$ cat src/hw/rtl/crrm_ram.sv
`default_nettype none
module crrm_ram #(
   parameter int unsigned Width = 8,
   parameter int unsigned Depth = 16
) (
   input  wire logic                     clock,
   input  wire logic                     wr_en,
   input  wire logic [$clog2(Depth)-1:0] wr_addr,
   input  wire logic [Width-1:0]         wr_data,
   input  wire logic [$clog2(Depth)-1:0] rd_addr,
   output logic      [Width-1:0]         rd_data
);
   logic [Width-1:0] mem [Depth];

   always_ff @(posedge clock) begin
      if (wr_en) begin
         mem[wr_addr] <= wr_data;
      end
      rd_data <= mem[rd_addr];
   end
endmodule
`default_nettype wire

$ cat config.mk
export PLATFORM = sky130hd
export DESIGN_NAME = crrm_ram
export DESIGN_NICKNAME = d
export VERILOG_FILES = /design/src/hw/rtl/crrm_ram.sv
export SDC_FILE = /design/constraint.sdc
export NUM_CORES = 1
export LEC_CHECK = 0
export BUFFER_PORTS_ARGS = -buffer_cell sky130_fd_sc_hd__buf_2
export CAP_MARGIN = 10
export CORE_MARGIN = 5
export CORE_UTILIZATION = 55
export CTS_BUF_LIST = sky130_fd_sc_hd__clkbuf_8
export DETAILED_ROUTE_END_ITERATION = 10
export PLACE_DENSITY = 0.73
export SETUP_SLACK_MARGIN = 0.05
export SKIP_CTS_REPAIR_TIMING = 1
export SYNTH_ARGS = -nofsm -noshare
export SYNTH_HDL_FRONTEND = slang
export SYNTH_SLANG_ARGS = --single-unit
$ cat constraint.sdc
create_clock -name clock -period 2 [get_ports clock]
set_input_delay 0.1 -clock clock [delete_from_list [all_inputs] [get_ports clock]]
set_output_delay 0.1 -clock clock [all_outputs]
set_load 0.03 [all_outputs]
Word level (Yosys, flattened, before mapping)
Memory sizes are Yosys's and may differ from the RTL's. A register that Yosys moved wholly into a read port is not among the register bits.
Index checks and enable logic that the tools add are counted.

word-level totals
  register bits = 0
  bits in latches = 0
  RAM bits = 128
  bits in read-only memories = 0
  input bits = 18
  word-level logic and storage cells = 3
  memories = 1

memory list
  name  words  width  rd ports  clocked after Yosys merged registers in  write ports  RTL line  source
  mem   16     8      1         1                                        1            13        logic [Width-1:0] mem [Depth];

operators by class
  $add $sub $neg = 0
  multiply operators = 0
  divide/modulo/power cells = 0
  order comparisons = 0
  equality and inequality tests = 0
  shift operators = 0
  multiplexer cells = 2
  bitwise operators = 0
  reductions and logical operators = 0

operators with widths
  cell    count
  $mux 1  2

Logic depth before layout (Yosys ltp)
Gate-level depths: netlist of run 1.

  depth in word-level cells = 2
  mapped depth = 5
  depth with buffers taken out = 3

Least setup slack after synthesis of run 1
No wires, ideal clock.

  kind = input -> register
  start point = input wr_addr[2]
  end point = memory mem[0][0] (enable)
  arrival time = 1210 ps
  data required time = 1617 ps
  path slack = 407 ps
  cell stages on the path = 2
  buffers on the path = 0
  path through = or3b_2 > nor3_1

RTL lines
  element          RTL line  source
  start, declared  8         input wire logic [$clog2(Depth)-1:0] wr_addr,
  end, declared    13

Straight into the memory's write port.

==> flow_summary.yaml, run 1 <==
worst_hold_path:
  hp-class: "in2reg"
  hold_depth: 1
logic_synthesis:
  synthArstFlopShare_pct: 0
  synthXorXnorAreaFrac_pct: 0
  ys_seq_elements: 136
  syn_area_um2: 5150
  synth_edf_count: 128
  syn_nets: 247
  synth-adder-area-share_pct: 0
  syn_inst: 229
  ys_warn_count: 0
  synthSimpleGateAreaFrac_pct: 3.18
  ys_seq_area_share_pct: 77.8
  synth.largest_area_cell: "edfxtp_1"
  ys_types: 19
  muxShareOfSynthArea_pct: 15.0
  synth_ff_type: "edfxtp_1"
  netlist_top_cells_area: "edfxtp_1 75%, mux4_2 7.9%, mux4_1 7.1%, dfxtp_1 3.1%, a22oi_1 2.3%"
  yosysTopAreaCellShare_pct: 74.7
  synth_top_family_by_area: "multiplexers"
  synth_compound_area_share_pct: 2.33
  synth.avg_cell_area_um2: 22.5
cells_and_area:
  antenna_cells: 0
  drive_above_1_share_pct: 30.6
  fill_cells: 573
  syn2layout_area_growth_pct: 14.7
  layout_common_cells: "128 x edfxtp_1, 25 x buf_2, 18 x mux4_2, 17 x clkbuf_8"
  layout.nets: 299
  instances_no_fill: 405
  layout_commonest_cell: "edfxtp_1"
clocking:
  cts_buffer_depth: 2
  cts_root_buf: "clkbuf_8"
  clk_pin_slew_ps: 70
  cts_made_buffers: 17
  cts_tree: "built"
  clkSinkCount: 136
  cts_max_level: 4
  clkLatencyLatePin_ps: 420
floorplanning:
  row_count: 35
  fp.dieH_um: 107
  coreArea_um2: 9200
  die_area_um2: 11400
  die_w_um: 107
  io_pins: 26
  initial_core_util_pct: 56.0
timing:
  fin_skew_ps: 5.08
  timing.fmax_mhz: 730
  rsz0062_at_grt: "no"
  tns_ps: 0
  relSlewSlack_pct: 49.5
  period_minus_slack_ps: 1370
  worst_slew_pin_slew_ps: 755
  hold_viol: 0
  fin_crit_sh_pct: 68.5
  finalMaxSlewViolations: 0
  setup_viol: 0
power:
  internal_power_uw: 4650
  power_leakage_uw: 0.00200
  p_comb_share_pct: 5.5
  switching_share_pct: 20.6
  powerDensity_nw_per_um2: 991
  power_frac_seq_pct: 54.8
  p_sw_uw: 1200
  vdd_drop_max_mv: 0.528
  clock_power_share_pct: 39.8
setup_path:
  cp_slowest_cell: "mux4_1"
  critPathMaxStageDelay_ps: 520
  critPathMaxFanout: 1
  r2r_cells: 3
  arrival_ps: 1680
  critPathRequiredTime_ps: 2310
  cp-end-kind: "register"
  path_cells: "mux4_1, a22oi_1, nand2_1"
  crit_type: "reg2reg"
  cp-start-kind: "register"
route:
  vias_per_cell: 5.98
  via_count: 2423
  drcViolationCount: 0
  drtPass1Iterations: 5
  wl_um: 9130
  drtIter0Drc: 232
  ant_nets: 0
  routedWlPerCell_um: 22.5
global_route:
  grt_max_degree: 33
  antenna_found_initial: 1
  grt_pass1_vias: 2481
  grtUsageTotal_pct: 17.9
  grt_first_pass_wirelength_um: 14500
  grt_overflow: 0
placement:
  dp_cells: 373
  numPortBuffers: 25
  dp_hpwl_um: 5830
  gp_congestion: 0.723
job:
  cap_violations: 0
run_status:
  outcome: "completed"
-- cell families (layout without fill, tap and decap cells) --
family / after synthesis / in the layout
flip-flops: 136 / 136
AND/OR/NAND/NOR: 35 / 35
multiplexers: 32 / 32
AO/OA/AOI/OAI: 16 / 16
buffers and inverters: 10 / 75
-- worst max-delay path, delay by kind of cell (launching register included) --
family,cells,cell delay [ps]
AND/OR/NAND/NOR,1,90
AO/OA/AOI/OAI,1,270
multiplexers,1,520
flip-flops,1,370
-- sequential cells by signal, summed over array words and instances, names as in the netlist --
register  flops
mem         128
rd_data       8
-- power by group through the flow --
stage	Sequential [uW]	Clock [uW]	Combinational (uW)
2_1_floorplan	3300	0	162
3_3_place_gp	3260	0	318
3_5_place_dp	3270	0	326
4_1_cts	3200	2350	327
5_1_grt	3210	2500	349
6_report	3200	2330	320
-- through the flow --
step	total power (uW)	hold slack [ps]	area (um2)	utilization (%)	setup WS, ps
finish	5850	52.3	5900	64.2	630
global placement	3580	484	5490	59.6	460
floorplan	3460	199	5150	-	407
global route	6060	43.1	5900	64.2	508
CTS	5880	35.8	5900	64.2	602
detailed placement	3590	496	5490	59.6	424
-- layout make-up --
type | count | area, um2 | area share, %
flip-flops and latches | 136 | 4000 | 67.8
multi-input cells | 83 | 1060 | 17.9
repair buffers | 43 | 285 | 4.83
well taps | 111 | 139 | 2.35
clock buffers | 17 | 234 | 3.96
clock inverters | 15 | 184 | 3.12
-- cell usage after synthesis, types with 2 or more instances --
library cell     number
nor3_1                4
buf_6                 3
edfxtp_1            128
nand2b_1              2
nor2_1               13
a22oi_1              16
nand2_1               9
dfxtp_1               8
mux4_1               14
nand3b_1              2
buf_2                 3
clkdlybuf4s25_2       3
mux4_2               18
-- path summary, 6_finish.rpt --
path	to	slack, ps	start
max	rd_data[0]	630	mem[1][0]
min	mem[4][7]	50	wr_data[7]
max reg2reg	rd_data[0]	630	mem[1][0]
min reg2reg	rd_data[1]	680	mem[11][1]
-- per-layer routing --
layer  up-vias  GRT usage, %  wire (um)
met3        13          5.84        608
met1      1238          24.8       3920
li1       1074             -          -
met2        96          27.2       4460
met4         2          6.30        127
met5         -             0         13
Note: power is estimated with default switching activity, not from simulation.
==> inputs of run 2 (changes only) <==
- PLACE_DENSITY: 0.73 -> 0.76
- clock period: 2 -> 1.15 ns (I/O delays scaled with it)
==> flow_summary.yaml, run 2 (same netlist as run 1, synthesis figures left out) <==
floorplanning:
  io_pins: 26
  coreArea_um2: 9200
  die_area_um2: 11400
  fp.dieH_um: 107
  initial_core_util_pct: 56.0
  die_w_um: 107
  row_count: 35
setup_path:
  critPathMaxFanout: 1
  critPathMaxStageDelay_ps: 490
  cp_slowest_cell: "mux4_2"
  arrival_ps: 1610
  cp-start-kind: "register"
  cp-end-kind: "register"
  path_cells: "mux4_2, a22oi_2, nand2_1"
  critPathRequiredTime_ps: 1460
  crit_type: "reg2reg"
route:
  drcViolationCount: 0
  wl_um: 9800
  vias_per_cell: 5.97
  ant_nets: 0
  drtIter0Drc: 213
  drtPass1Iterations: 4
  via_count: 2521
  routedWlPerCell_um: 23.2
job:
  cap_violations: 0
timing:
  fin_skew_ps: 10.4
  worst_slew_pin_slew_ps: 969
  relSlewSlack_pct: 35.2
  hold_viol: 0
  period_minus_slack_ps: 1310
  finalMaxSlewViolations: 0
  rsz0062_at_grt: "yes"
  final.setup.worst_slack_ps: -156
  fin_crit_sh_pct: 114
  timing.fmax_mhz: 766
  setup_viol: 8
clocking:
  clkLatencyLatePin_ps: 430
  clkSinkCount: 136
  cts_buffer_depth: 2
  cts_tree: "built"
  cts_made_buffers: 17
  cts_max_level: 4
  cts_root_buf: "clkbuf_8"
  clk_pin_slew_ps: 70
run_status:
  outcome: "finished, violations left"
  violations: "negative setup slack"
cells_and_area:
  antenna_cells: 0
  layout_commonest_cell: "edfxtp_1"
  top_regs: "mem: 128 flops, rd_data: 8 flops"
  syn2layout_area_growth_pct: 19.3
  final_area_um2: 6140
  layout_common_cells: "128 x edfxtp_1, 28 x mux4_2, 26 x buf_4, 25 x buf_2, 17 x clkbuf_8"
  drive_above_1_share_pct: 42.1
  regMostFlops: "mem"
  ff_latch_area_um2: 4000
  multi_input_area_um2: 1100
  fill_cells: 578
  layout.nets: 319
  largest_reg_flops: 128
power:
  power_leakage_uw: 0.00207
  vdd_drop_max_mv: 0.715
  powerDensity_nw_per_um2: 1640
global_route:
  grtUsageTotal_pct: 19.0
  grt_pass1_vias: 2632
  grt_overflow: 0
  antenna_found_initial: 0
  grt_max_degree: 18
  grt_first_pass_wirelength_um: 15200
placement:
  place_area_um2: 5670
  pre_cts_ws_ps: -285
  numPortBuffers: 25
  dp_hpwl_um: 6350
  gp_congestion: 0.773
worst_hold_path:
  hp-class: "in2reg"
## run 2: final timing paths
path	from	slack, ps	depth (start not counted)	end
max	mem[3][6]	-160	3	rd_data[6]
min	wr_data[5]	10	1	mem[7][5]
max reg2reg	mem[3][6]	-160	3	rd_data[6]
min reg2reg	mem[5][0]	680	3	rd_data[0]
## run 2: area by class of cell
class,instances,area share (%)
clock inverters,12,2.53
flip-flops and latches,136,65.2
multi-input cells,83,17.9
repair buffers,63,8.31
well taps,111,2.26
clock buffers,17,3.81
## run 2: critical path: cells and delay by family, from the launching register on
kind | cells | cell delay (ps)
AOI/OAI and AO/OA | 1 | 230
muxes | 1 | 490
and+or+nand+nor | 1 | 90
DFF | 1 | 390
## run 2: stage by stage
step	util [%]	total power, uW	hold WS, ps	std cells	TNS [ps]
2_1_floorplan	-	6040	156	229	-129
3_3_place_gp	61.6	6290	438	388	-5340
3_5_place_dp	61.6	6310	450	388	-7840
4_1_cts	65.9	10100	-8.70	417	-1270
5_1_grt	66.8	10500	1.68	422	-1290
6_report	66.8	10100	14.5	422	-895
## run 2: power breakdown
group | internal [uW] | switching (uW) | total (uW)
combinational | 287 | 377 | 664
clock | 2100 | 1730 | 3840
sequential | 5540 | 35.3 | 5570
total | 7930 | 2150 | 10100
## run 2: metal layers
metal	up-vias	global-route usage (%)	wire, um
met1	1302	25.2	4070
met3	13	4.76	626
li1	1104	-	-
met4	0	6.94	123
met2	102	30.8	4980
met5	-	0	0
==> inputs of run 3 (changes only) <==
- CORE_UTILIZATION: 55 -> 54
- CTS_BUF_LIST: sky130_fd_sc_hd__clkbuf_8 -> default
- PLACE_DENSITY: 0.76 -> 0.74
==> flow_summary.yaml, run 3 (same netlist as run 1, synthesis figures left out) <==
floorplanning:
  initial_core_util_pct: 55.4
  io_pins: 26
  coreArea_um2: 9280
  row_count: 35
  fp.dieH_um: 108
  die_w_um: 108
  die_area_um2: 11600
setup_path:
  critPathRequiredTime_ps: 1540
  r2r_start: "mem[15][6]"
  critPathMaxStageDelay_ps: 540
  cp_slowest_cell: "mux4_2"
  r2r-end: "rd_data[6]"
  cp-end-kind: "register"
  cp_top_family: "multiplexers"
  crit_type: "reg2reg"
  r2r_cells: 3
  arrival_ps: 1710
  critPathBufInv: 0
  cp-start-kind: "register"
  critPathMaxFanout: 1
  path_cells: "mux4_2, a22oi_2, nand2_1"
  rrSetupSlack_ps: -170
timing:
  hold_viol: 0
  relSlewSlack_pct: 35.7
  period_minus_slack_ps: 1320
  worst_slew_pin_slew_ps: 963
  fin_crit_sh_pct: 115
  rsz0062_at_grt: "yes"
  finalMaxSlewViolations: 0
  setup_viol: 8
  final.setup.worst_slack_ps: -169
  fin_skew_ps: 4.77
  timing.fmax_mhz: 758
power:
  power_leakage_uw: 0.00218
  powerDensity_nw_per_um2: 1890
  vdd_drop_max_mv: 1.00
placement:
  place_area_um2: 5660
  dp_cells: 399
  dp_hpwl_um: 6130
  gp_congestion: 0.733
  numPortBuffers: 25
cells_and_area:
  instances_no_fill: 439
  layout_commonest_cell: "edfxtp_1"
  drive_above_1_share_pct: 41.6
  largest_reg_flops: 128
  regMostFlops: "mem"
  syn2layout_area_growth_pct: 25.4
  fill_cells: 580
  top_regs: "mem: 128 flops, rd_data: 8 flops"
  layout_common_cells: "128 x edfxtp_1, 30 x mux4_2, 18 x buf_2, 18 x buf_4, 16 x clkbuf_16"
  layout.nets: 315
  final_area_um2: 6450
  antenna_cells: 0
route:
  wl_um: 10500
  routedWlPerCell_um: 24.0
  via_count: 2529
  drtIter0Drc: 270
  vias_per_cell: 5.76
  drcViolationCount: 0
  drtPass1Iterations: 4
  ant_nets: 0
clocking:
  cts_max_level: 4
  clkLatencyLatePin_ps: 510
  cts_root_buf: "clkbuf_8"
  cts_buffer_depth: 2
  clk_pin_slew_ps: 60
  clkSinkCount: 136
  cts_made_buffers: 17
  cts_tree: "built"
global_route:
  grt_first_pass_wirelength_um: 16100
  grt_pass1_vias: 2628
  grt_max_degree: 18
  antenna_found_initial: 0
  grt_overflow: 0
  grtUsageTotal_pct: 20.2
worst_hold_path:
  holdPathEnd: "mem[0][5]"
  hold_depth: 3
  hp-class: "in2reg"
  hp-start: "wr_addr[1]"
run_status:
  outcome: "finished, violations left"
  violations: "negative setup slack"
job:
  cap_violations: 0
==> run 3: how the worst max path moves through the flow <==
stage | start | to | slack, ps | cells past startpoint
final | mem[15][6] | rd_data[6] | -170 | 3
after global routing | mem[15][6] | rd_data[6] | -190 | 3
after CTS | mem[3][1] | rd_data[1] | -240 | 3
after detailed placement | rd_addr[0] | rd_data[3] | -300 | 5
after global placement | rd_addr[0] | rd_data[3] | -290 | 5
after floorplan | rd_addr[0] | rd_data[4] | -20 | 5
==> run 3: per-stage QoR <==
stage                     utilization (%)  hold WS (ps)  power (uW)  setup TNS (ps)  worst slack, ps
after floorplan                         -           156        6040            -129            -22.3
after global placement               61.0           436        6290           -4340             -288
after detailed placement             61.0           450        6310           -5910             -299
after CTS                            68.0         -94.1       12200           -1560             -241
after global routing                 69.5          80.6       12600           -1240             -188
final                                69.5          95.1       12200           -1010             -169
==> run 3: metal layers <==
| metal | track usage (%) | wire length [um] | up-vias |
|---|---|---|---|
| met4 | 6.58 | 125 | 0 |
| met2 | 32.4 | 5480 | 111 |
| met3 | 6.12 | 871 | 10 |
| li1 | - | - | 1099 |
| met5 | 0 | 0 | - |
| met1 | 26.6 | 4060 | 1309 |
==> run 3: worst reg2reg max path, delay by kind of cell, from the launching register on <==
family,cells,cell delay (ps)
flip-flops,1,410
multiplexers,1,540
AO/OA/AOI/OAI,1,180
AND/OR/NAND/NOR,1,80
==> run 3: layout make-up <==
type | instances | area (um2) | share of cell area (%)
clock buffer | 19 | 422 | 6.53
multi-input combinational | 83 | 1090 | 16.9
timing repair buffer | 59 | 546 | 8.45
tap | 129 | 161 | 2.50
sequential | 136 | 4010 | 62.1
clock inverter | 13 | 226 | 3.51
==> run 3: report_power, final <==
part           leakage, uW  switching, uW  internal (uW)
Clock             0.000309           1940           3950
Combinational     0.000643            381            318
Sequential         0.00122           43.6           5550
